==> src/hw/rtl/nntc_pkg.sv <==
package nntc_pkg;

    // Widths of the fields and registers.
    localparam int CHAR_W          = 8;
    localparam int KIND_W          = 2;
    localparam int DELIM_W         = 32;
    localparam int CFG_INDEX_W     = 1;
    localparam int CFG_DATA_W      = 32;

    // Delimiter lanes: the register holds four bytes, up to eight lanes may be built.
    localparam int DELIMITER_COUNT_DEFAULT = 4;
    localparam int MAX_DELIMITERS          = 8;

    // Configuration register indexes.
    localparam logic [CFG_INDEX_W-1:0] CFG_CHECK_KIND      = CFG_INDEX_W'(0);
    localparam logic [CFG_INDEX_W-1:0] CFG_DELIMITER_BYTES = CFG_INDEX_W'(1);

    // Syntax kinds.
    localparam logic [KIND_W-1:0] KIND_INTEGER = 2'd0;
    localparam logic [KIND_W-1:0] KIND_FLOAT   = 2'd1;
    localparam logic [KIND_W-1:0] KIND_NAME    = 2'd2;
    localparam logic [KIND_W-1:0] KIND_NONE    = 2'd3;

    // Character codes.
    localparam logic [CHAR_W-1:0] CH_NUL        = 8'h00;
    localparam logic [CHAR_W-1:0] CH_MINUS      = 8'h2D;
    localparam logic [CHAR_W-1:0] CH_PLUS       = 8'h2B;
    localparam logic [CHAR_W-1:0] CH_POINT      = 8'h2E;
    localparam logic [CHAR_W-1:0] CH_EXP_LOWER  = 8'h65;
    localparam logic [CHAR_W-1:0] CH_EXP_UPPER  = 8'h45;
    localparam logic [CHAR_W-1:0] CH_UNDERSCORE = 8'h5F;
    localparam logic [CHAR_W-1:0] CH_SPACE      = 8'h20;

    typedef struct packed {
        logic ws;
        logic digit;
        logic letter;
        logic visible;
        logic sign;
        logic expo;
        logic point;
        logic underscore;
        logic zero;
        logic term;
    } char_class_t;

    typedef enum logic [6:0] {
        PH_START      = 7'b0000001,
        PH_MANT       = 7'b0000010,
        PH_FRAC       = 7'b0000100,
        PH_EXP_WS     = 7'b0001000,
        PH_EXP_SIGNED = 7'b0010000,
        PH_EXP_DIGITS = 7'b0100000,
        PH_NAME_BODY  = 7'b1000000
    } phase_t;

endpackage

==> src/hw/rtl/nntc_scan.sv <==
module nntc_scan (
    input  logic                       clk,
    input  logic                       rst_n,
    input  logic                       advance,
    input  nntc_pkg::char_class_t      cls,
    input  logic [nntc_pkg::KIND_W-1:0] check_kind,
    output logic                       verdict
);
    import nntc_pkg::*;

    phase_t phase_reg, phase_next;
    logic   seen_reg, seen_next;
    logic   decided_reg, decided_next;
    logic   value_reg, value_next;
    logic   flt;

    assign flt = (check_kind == KIND_FLOAT);

    always_comb
    begin
        phase_next   = phase_reg;
        seen_next    = seen_reg;
        decided_next = decided_reg;
        value_next   = value_reg;
        if (!decided_reg)
        begin
            case (phase_reg)
                PH_START:
                begin
                    if (check_kind == KIND_NONE)
                    begin
                        decided_next = 1'b1;
                        value_next   = 1'b0;
                    end
                    else if (check_kind == KIND_NAME)
                    begin
                        if (cls.underscore)
                        begin
                            phase_next = PH_START;
                        end
                        else if (cls.letter)
                        begin
                            phase_next = PH_NAME_BODY;
                        end
                        else
                        begin
                            decided_next = 1'b1;
                            value_next   = 1'b0;
                        end
                    end
                    else if (cls.ws)
                    begin
                        phase_next = PH_START;
                    end
                    else if (cls.sign)
                    begin
                        phase_next = PH_MANT;
                        seen_next  = 1'b0;
                    end
                    else if (cls.digit)
                    begin
                        phase_next = PH_MANT;
                        seen_next  = 1'b1;
                    end
                    else if (flt && cls.point)
                    begin
                        phase_next = PH_FRAC;
                        seen_next  = 1'b0;
                    end
                    else
                    begin
                        decided_next = 1'b1;
                        value_next   = 1'b0;
                    end
                end
                PH_MANT:
                begin
                    if (cls.digit)
                    begin
                        seen_next = 1'b1;
                    end
                    else if (flt && cls.point)
                    begin
                        phase_next = PH_FRAC;
                    end
                    else if (!seen_reg)
                    begin
                        decided_next = 1'b1;
                        value_next   = 1'b0;
                    end
                    else if (flt && cls.expo)
                    begin
                        phase_next = PH_EXP_WS;
                    end
                    else
                    begin
                        decided_next = 1'b1;
                        value_next   = cls.term;
                    end
                end
                PH_FRAC:
                begin
                    if (cls.digit)
                    begin
                        seen_next = 1'b1;
                    end
                    else if (!seen_reg)
                    begin
                        decided_next = 1'b1;
                        value_next   = 1'b0;
                    end
                    else if (cls.expo)
                    begin
                        phase_next = PH_EXP_WS;
                    end
                    else
                    begin
                        decided_next = 1'b1;
                        value_next   = cls.term;
                    end
                end
                PH_EXP_WS:
                begin
                    if (cls.ws)
                    begin
                        phase_next = PH_EXP_WS;
                    end
                    else if (cls.sign)
                    begin
                        phase_next = PH_EXP_SIGNED;
                    end
                    else if (cls.digit)
                    begin
                        phase_next = PH_EXP_DIGITS;
                    end
                    else
                    begin
                        decided_next = 1'b1;
                        value_next   = 1'b0;
                    end
                end
                PH_EXP_SIGNED:
                begin
                    if (cls.digit)
                    begin
                        phase_next = PH_EXP_DIGITS;
                    end
                    else
                    begin
                        decided_next = 1'b1;
                        value_next   = 1'b0;
                    end
                end
                PH_EXP_DIGITS:
                begin
                    if (!cls.digit)
                    begin
                        decided_next = 1'b1;
                        value_next   = cls.term;
                    end
                end
                PH_NAME_BODY:
                begin
                    if (cls.zero)
                    begin
                        decided_next = 1'b1;
                        value_next   = 1'b1;
                    end
                    else if (!cls.visible)
                    begin
                        decided_next = 1'b1;
                        value_next   = 1'b0;
                    end
                end
                default:
                begin
                    decided_next = 1'b1;
                    value_next   = 1'b0;
                end
            endcase
        end

        verdict = decided_next && value_next;

        // The terminator closes the word and returns the scanner to its start.
        if (cls.zero)
        begin
            phase_next   = PH_START;
            seen_next    = 1'b0;
            decided_next = 1'b0;
            value_next   = 1'b0;
        end
    end

    always_ff @(posedge clk or negedge rst_n)
    begin
        if (!rst_n)
        begin
            phase_reg   <= PH_START;
            seen_reg    <= 1'b0;
            decided_reg <= 1'b0;
            value_reg   <= 1'b0;
        end
        else if (advance)
        begin
            phase_reg   <= phase_next;
            seen_reg    <= seen_next;
            decided_reg <= decided_next;
            value_reg   <= value_next;
        end
    end

endmodule

==> config.mk <==
export PLATFORM = sky130hd
export DESIGN_NAME = nntc_scan
export DESIGN_NICKNAME = d
export VERILOG_FILES = /design/src/hw/rtl/nntc_pkg.sv /design/src/hw/rtl/nntc_scan.sv
export SDC_FILE = /design/constraint.sdc
export NUM_CORES = 1
export LEC_CHECK = 0
export BUFFER_PORTS_ARGS = -buffer_cell sky130_fd_sc_hd__buf_2
export CORE_ASPECT_RATIO = 1.1
export CORE_MARGIN = 10
export CORE_UTILIZATION = 60
export DETAILED_ROUTE_END_ITERATION = 8
export GPL_TIMING_DRIVEN = 0
export PLACE_DENSITY = 0.83
export SYNTH_ARGS = -nofsm -noshare
export SYNTH_HDL_FRONTEND = slang
export SYNTH_SLANG_ARGS = --single-unit
==> constraint.sdc <==
create_clock -name clk -period 5.9 [get_ports clk]
set_input_delay 0 -clock clk [delete_from_list [all_inputs] [get_ports clk]]
set_output_delay 0 -clock clk [all_outputs]
set_load 0.01 [all_outputs]
Word level (Yosys, flattened, before mapping) --
Index checks and enable logic that the tools add are counted.
Storage, ports and cells: register bits 10, input port bits 15, word-level logic and storage cells 115
Operators by class: mux-type cells 78, reduce and logical (&&, ||, !) cells 9, equal/unequal tests 24
Operator list (count):
- two-way mux 7 bit | 20
- two-way mux 1 bit | 54
- one-hot mux 7 bit (5 select lines) | 1
- inequality test 3 bit, second input constant | 7
- AND reduction 12 bit | 1
- inequality test 5 bit, second input constant | 2
- inequality test 4 bit, second input constant | 2
- AND reduction 8 bit | 1
- equality test 7 x 1 -> 1 bit, second input constant | 1
- equality test 7 x 2 -> 1 bit, second input constant | 1
- equality test 7 x 3 -> 1 bit, second input constant | 1
- equality test 7 x 4 -> 1 bit, second input constant | 1
- equality test 7 x 5 -> 1 bit, second input constant | 1
- equality test 7 x 6 -> 1 bit, second input constant | 1
- equality test 7 bit, second input constant | 1
- inequality test 7 bit, second input constant | 1
- one-hot mux 1 bit (7 select lines) | 1
- one-hot mux 1 bit (6 select lines) | 1
- nonzero test 6 bit | 1
- equality test 2 bit, second input constant | 2
- OR reduction 2 bit | 2
- logical AND 1 bit | 3
- inequality test 3 x 1 -> 1 bit, second input constant | 1
- nonzero test 3 bit | 1
- 3 further kinds | 3

Depth between registers and ports, before layout --
depth after elaboration 11, gate-level depth with buffers 8, mapped depth without buffers 6

Worst setup path after synthesis --
Ideal clock, no wire load.
path type flip-flop to flip-flop, start register phase_reg[0], end register phase_reg[0], stages on the path, launching flop included 8, setup time 0.079 ns, slack 3.604 ns, arrival time 2.216 ns, period minus slack after synthesis 2.296 ns, cell sequence dfstp_2 > clkbuf_2 > or4b_1 > nor2_1 > nand2_1 > a2111oi_4 > o211ai_2 > a22o_1
Between the ends: word-level cells in the longest chain between the ends 6
RTL lines:
- start: declaration | line nntc_scan.sv:11 | phase_t phase_reg, phase_next;
- start signal: assignment | line nntc_scan.sv:206 | phase_reg <= phase_next;
- two-way mux 7 bit (3 in series)
- one-hot mux 7 bit (5 select lines) | line nntc_scan.sv:27 | case (phase_reg)
- two-way mux 7 bit | line nntc_scan.sv:25 | if (!decided_reg)
- two-way mux 7 bit | line nntc_scan.sv:186 | if (cls.zero)
Several ways; a longest one is shown, not always the timed one. The select of a mux whose other input is x is not followed. A chain may end at the register's enable or synchronous reset.

Worst setup path in the final report --
start register phase_reg[0], end register seen_reg
Between the ends: word-level cells in the longest chain between the ends 5
RTL lines:
- equality test 7 x 3 -> 1 bit / equality test 7 x 2 -> 1 bit (equally long branches) | line nntc_scan.sv:27
- OR reduction 2 bit (no line)
- one-hot mux 1 bit (2 select lines) | line nntc_scan.sv:27
- two-way mux 1 bit | line nntc_scan.sv:25
- two-way mux 1 bit | line nntc_scan.sv:186
- end signal: assignment | line nntc_scan.sv:207 | seen_reg <= seen_next;
- end: declaration | line nntc_scan.sv:12 | logic seen_reg, seen_next;
Several ways; a longest one is shown, not always the timed one. The select of a mux whose other input is x is not followed.

==> results by group <==
Drt
  – Drt pass-1 iters: 4
  – # DRC: 0
  – Vias: 1,329
  – Antenna viol nets, final: 0
  – Total wire length: 3560 µm
  – Routed length per instance: between 15 and 20 µm
  – DR iter-0 viols: 57
  – Vias per inst: 7.07

Finish
  – Reg area: 251 µm²
  – Area of the multi-input gates: 769 µm²
  – Fill cell count: 152
  – # nets final: 186
  – Ratio of cells with drive above 1 in the final layout: 14.1%
  – Synthesis-to-layout area growth: 15.1%
  – Antenna cells: 0
  – Max FFs per register: 7

Logic synthesis
  – Main synth FF type: dfrtp_1
  – Synth Instances: 147
  – Syn nets: 162
  – Netlist cell types: 48
  – Post-synth EDFFs: 0
  – Synth warnings: 0
  – Cell Area, Synth: 1080 µm²
  – Syn Area/Cell: 7.36 µm²
  – Post-synthesis sequential area ratio: between 20% and 30%
  – #FFs+latches synth: 10
  – Synth async-reset ratio: 100%

GRT
  – Vias in the first global route: 1,230
  – Total gr overflow: 0
  – Tot GR Track Use: 18.2%
  – Largest net degree at the start of global routing: 11
  – Initial antenna violation count: 0
  – First-pass GRT wire length: roughly 5700 µm

STA
  – Final worst setup slack: between 2 and 3 ns
  – Worst Skew: between 0.01 and 0.015 ns
  – RSZ-0062 raised after global routing: no
  – Slew Limit Fails: 0
  – Worst Max-Slew Pin Slew: about 0.94 ns
  – Setup violations, final: 0
  – Final hold viol count: 0
  – Final period utilization: roughly 52%
  – Relative slew margins: 35.5%
  – Tmin final: 3.05 ns
  – Fmax: 328 MHz
  – Setup TNS: 0 ns

Setup path
  – Worst Setup Start Kind: flip-flop
  – Setup Crit Path Kind: reg2reg
  – Worst EP arrival: approximately 3.2 ns
  – Critical path peak fanout: 10
  – Worst setup EP type: flip-flop
  – Worst path required time: 6.06 ns

Worst hold path
  – Hold Path Class: in2async

Clock network
  – Post-CTS sizing: 0
  – Clock tree sinks: 10
  – Clk slew on worst S/H paths: 0.07 ns
  – Num CTS Buffers: 3
  – H-tree depth: 1
  – CTS max path bufs: 2
  – CTS root buf: clkbuf_4
  – Worst-skew pair later-pin latency: ~0.28 ns
  – CTS tree: yes

Floorplanning
  – Die Y: 64.5 µm
  – Placeable Area: about 1700 µm²
  – Num ports: 16
  – Row cnt: 16
  – Die area: 3900 µm²
  – Starting density of the core: 62.1%
  – Chip width: just over 60 µm

Power and ir drop
  – Max IR drop VDD: 292 µV
  – Leakage: 0.498 nW
  – Pwr Density: 238 nW/µm²

Outcome
  – Status: finished clean

Placement
  – Port Buffers: 15
  – Pre-CTS setup slack: 3.29 ns
  – DPL Wire Length: 2640 µm
  – Global placer's final weighted congestion: between 0.9 and 1

Job
  – Maxcap violations: 0
==> what timing repair did <==
item | 4_1_cts | 5_1_grt
hold buffers | 4 | 0
setup buffers | 0 | 0
endpoints found under the hold margin | 12 | 0
==> where the power goes <==
group          internal [W]  total (W)  switching [W]
Clock             0.0000262  0.0000508      0.0000247
Sequential        0.0000797  0.0000919      0.0000122
Combinational     0.0000580   0.000154      0.0000963
Total              0.000164   0.000297       0.000133
==> stage by stage <==
| stage | cells | cell area, µm² | power [W] | utilization (%) | hold slack, ns |
|---|---|---|---|---|---|
| 2_1_floorplan | 147 | 1080 | 0.000196 | - | -0.296 |
| 3_3_place_gp | 180 | 1180 | 0.000232 | 67.7 | -0.140 |
| 3_5_place_dp | 180 | 1180 | 0.000236 | 67.7 | -0.132 |
| 4_1_cts | 188 | 1250 | 0.000290 | 71.6 | 0.110 |
| 5_1_grt | 188 | 1250 | 0.000313 | 71.6 | 0.114 |
| 6_report | 188 | 1250 | 0.000297 | 71.6 | 0.101 |
==> synth_stat cells, drive strengths merged, types with 3 or more instances <==
master | n | share of area, %
a22o | 3 | 2.4
a2111oi | 3 | 4.2
nand3 | 6 | 2.8
nand2b | 5 | 2.9
a21o | 4 | 2.8
nor3 | 9 | 4.2
a21oi | 9 | 4.2
a31oi | 5 | 2.9
o21ai | 9 | 4.2
nor2 | 10 | 3.5
nand2 | 17 | 5.9
inv | 6 | 2.1
clkbuf | 6 | 2.2
nor4 | 3 | 1.7
o22ai | 4 | 2.3
o211ai | 3 | 2.5
dfrtp | 9 | 21
nor2b | 3 | 1.7
==> critical path, cell delays in order, from the launching register on <==
cell and delay, ns:
dfstp_2 0.52, clkbuf_2 0.22, or4b_1 0.52, a2111oi_0 0.41
a31oi_1 0.12, nor3_1 0.24, mux2i_1 0.22, o22ai_1 0.11
dlygate4sd3_1 0.59
==> path summary, 6_finish.rpt <==
| check | slack, ns | depth (start not counted) | from | end |
|---|---|---|---|---|
| worst min-delay path | 0.10 | 2 | rst_n | phase_reg[1]$_DFFE_PN0P_ |
| max in group asynchronous | 5.53 | 2 | rst_n | phase_reg[0]$_DFFE_PN1P_ |
| worst max-delay path | 2.85 | 8 | phase_reg[0]$_DFFE_PN1P_ | seen_reg$_DFFE_PN0P_ |
| min in group clk | 0.14 | 3 | cls[2] | phase_reg[6]$_DFFE_PN0P_ |
| worst min register to register | 0.62 | 1 | decided_reg$_DFFE_PN0P_ | decided_reg$_DFFE_PN0P_ |
| worst max register to register | 2.85 | 8 | phase_reg[0]$_DFFE_PN1P_ | seen_reg$_DFFE_PN0P_ |
==> cell families after synthesis <==
group           after synthesis  share of synthesized area [%]
simple gates                 66                           31.8
flops                        10                           23.2
xor+xnor                      3                           2.43
compound gates               52                           35.0
buf+inv                      14                           5.66
mux                           2                           1.85
==> layout make-up <==
class,instances,area share (%)
multi-input cells,123,61.7
flip-flops and latches,10,20.2
repair buffers,19,9.24
plain buffers,8,3.11
clock buffers,4,2.11
inverters,6,1.81
well taps,18,1.81
==> layout by cell type, fill, tap and decap left out, types with 4 or more instances in the layout <==
master | netlist | routed
nand2b_1 | 5 | 5
nor2_1 | 10 | 10
o22ai_1 | 4 | 4
inv_1 | 6 | 6
o21ai_0 | 8 | 8
nor3_1 | 9 | 9
nand3_1 | 6 | 6
clkbuf_1 | 5 | 6
buf_2 | 0 | 15
dfrtp_1 | 9 | 9
a31oi_1 | 5 | 5
a21oi_1 | 9 | 9
a21o_1 | 4 | 4
dlygate4sd3_1 | 0 | 4
nand2_1 | 17 | 17
==> metal layers <==
layer | wire length, µm | up-vias | global-route usage [%]
met2 | 1750 | 80 | 29.6
met1 | 1410 | 621 | 22.8
met3 | 320 | 14 | 3.90
li1 | - | 614 | -
met5 | 0 | - | 0
met4 | 73 | 0 | 6.04
No activity file was read; power rests on OpenSTA's default activity.
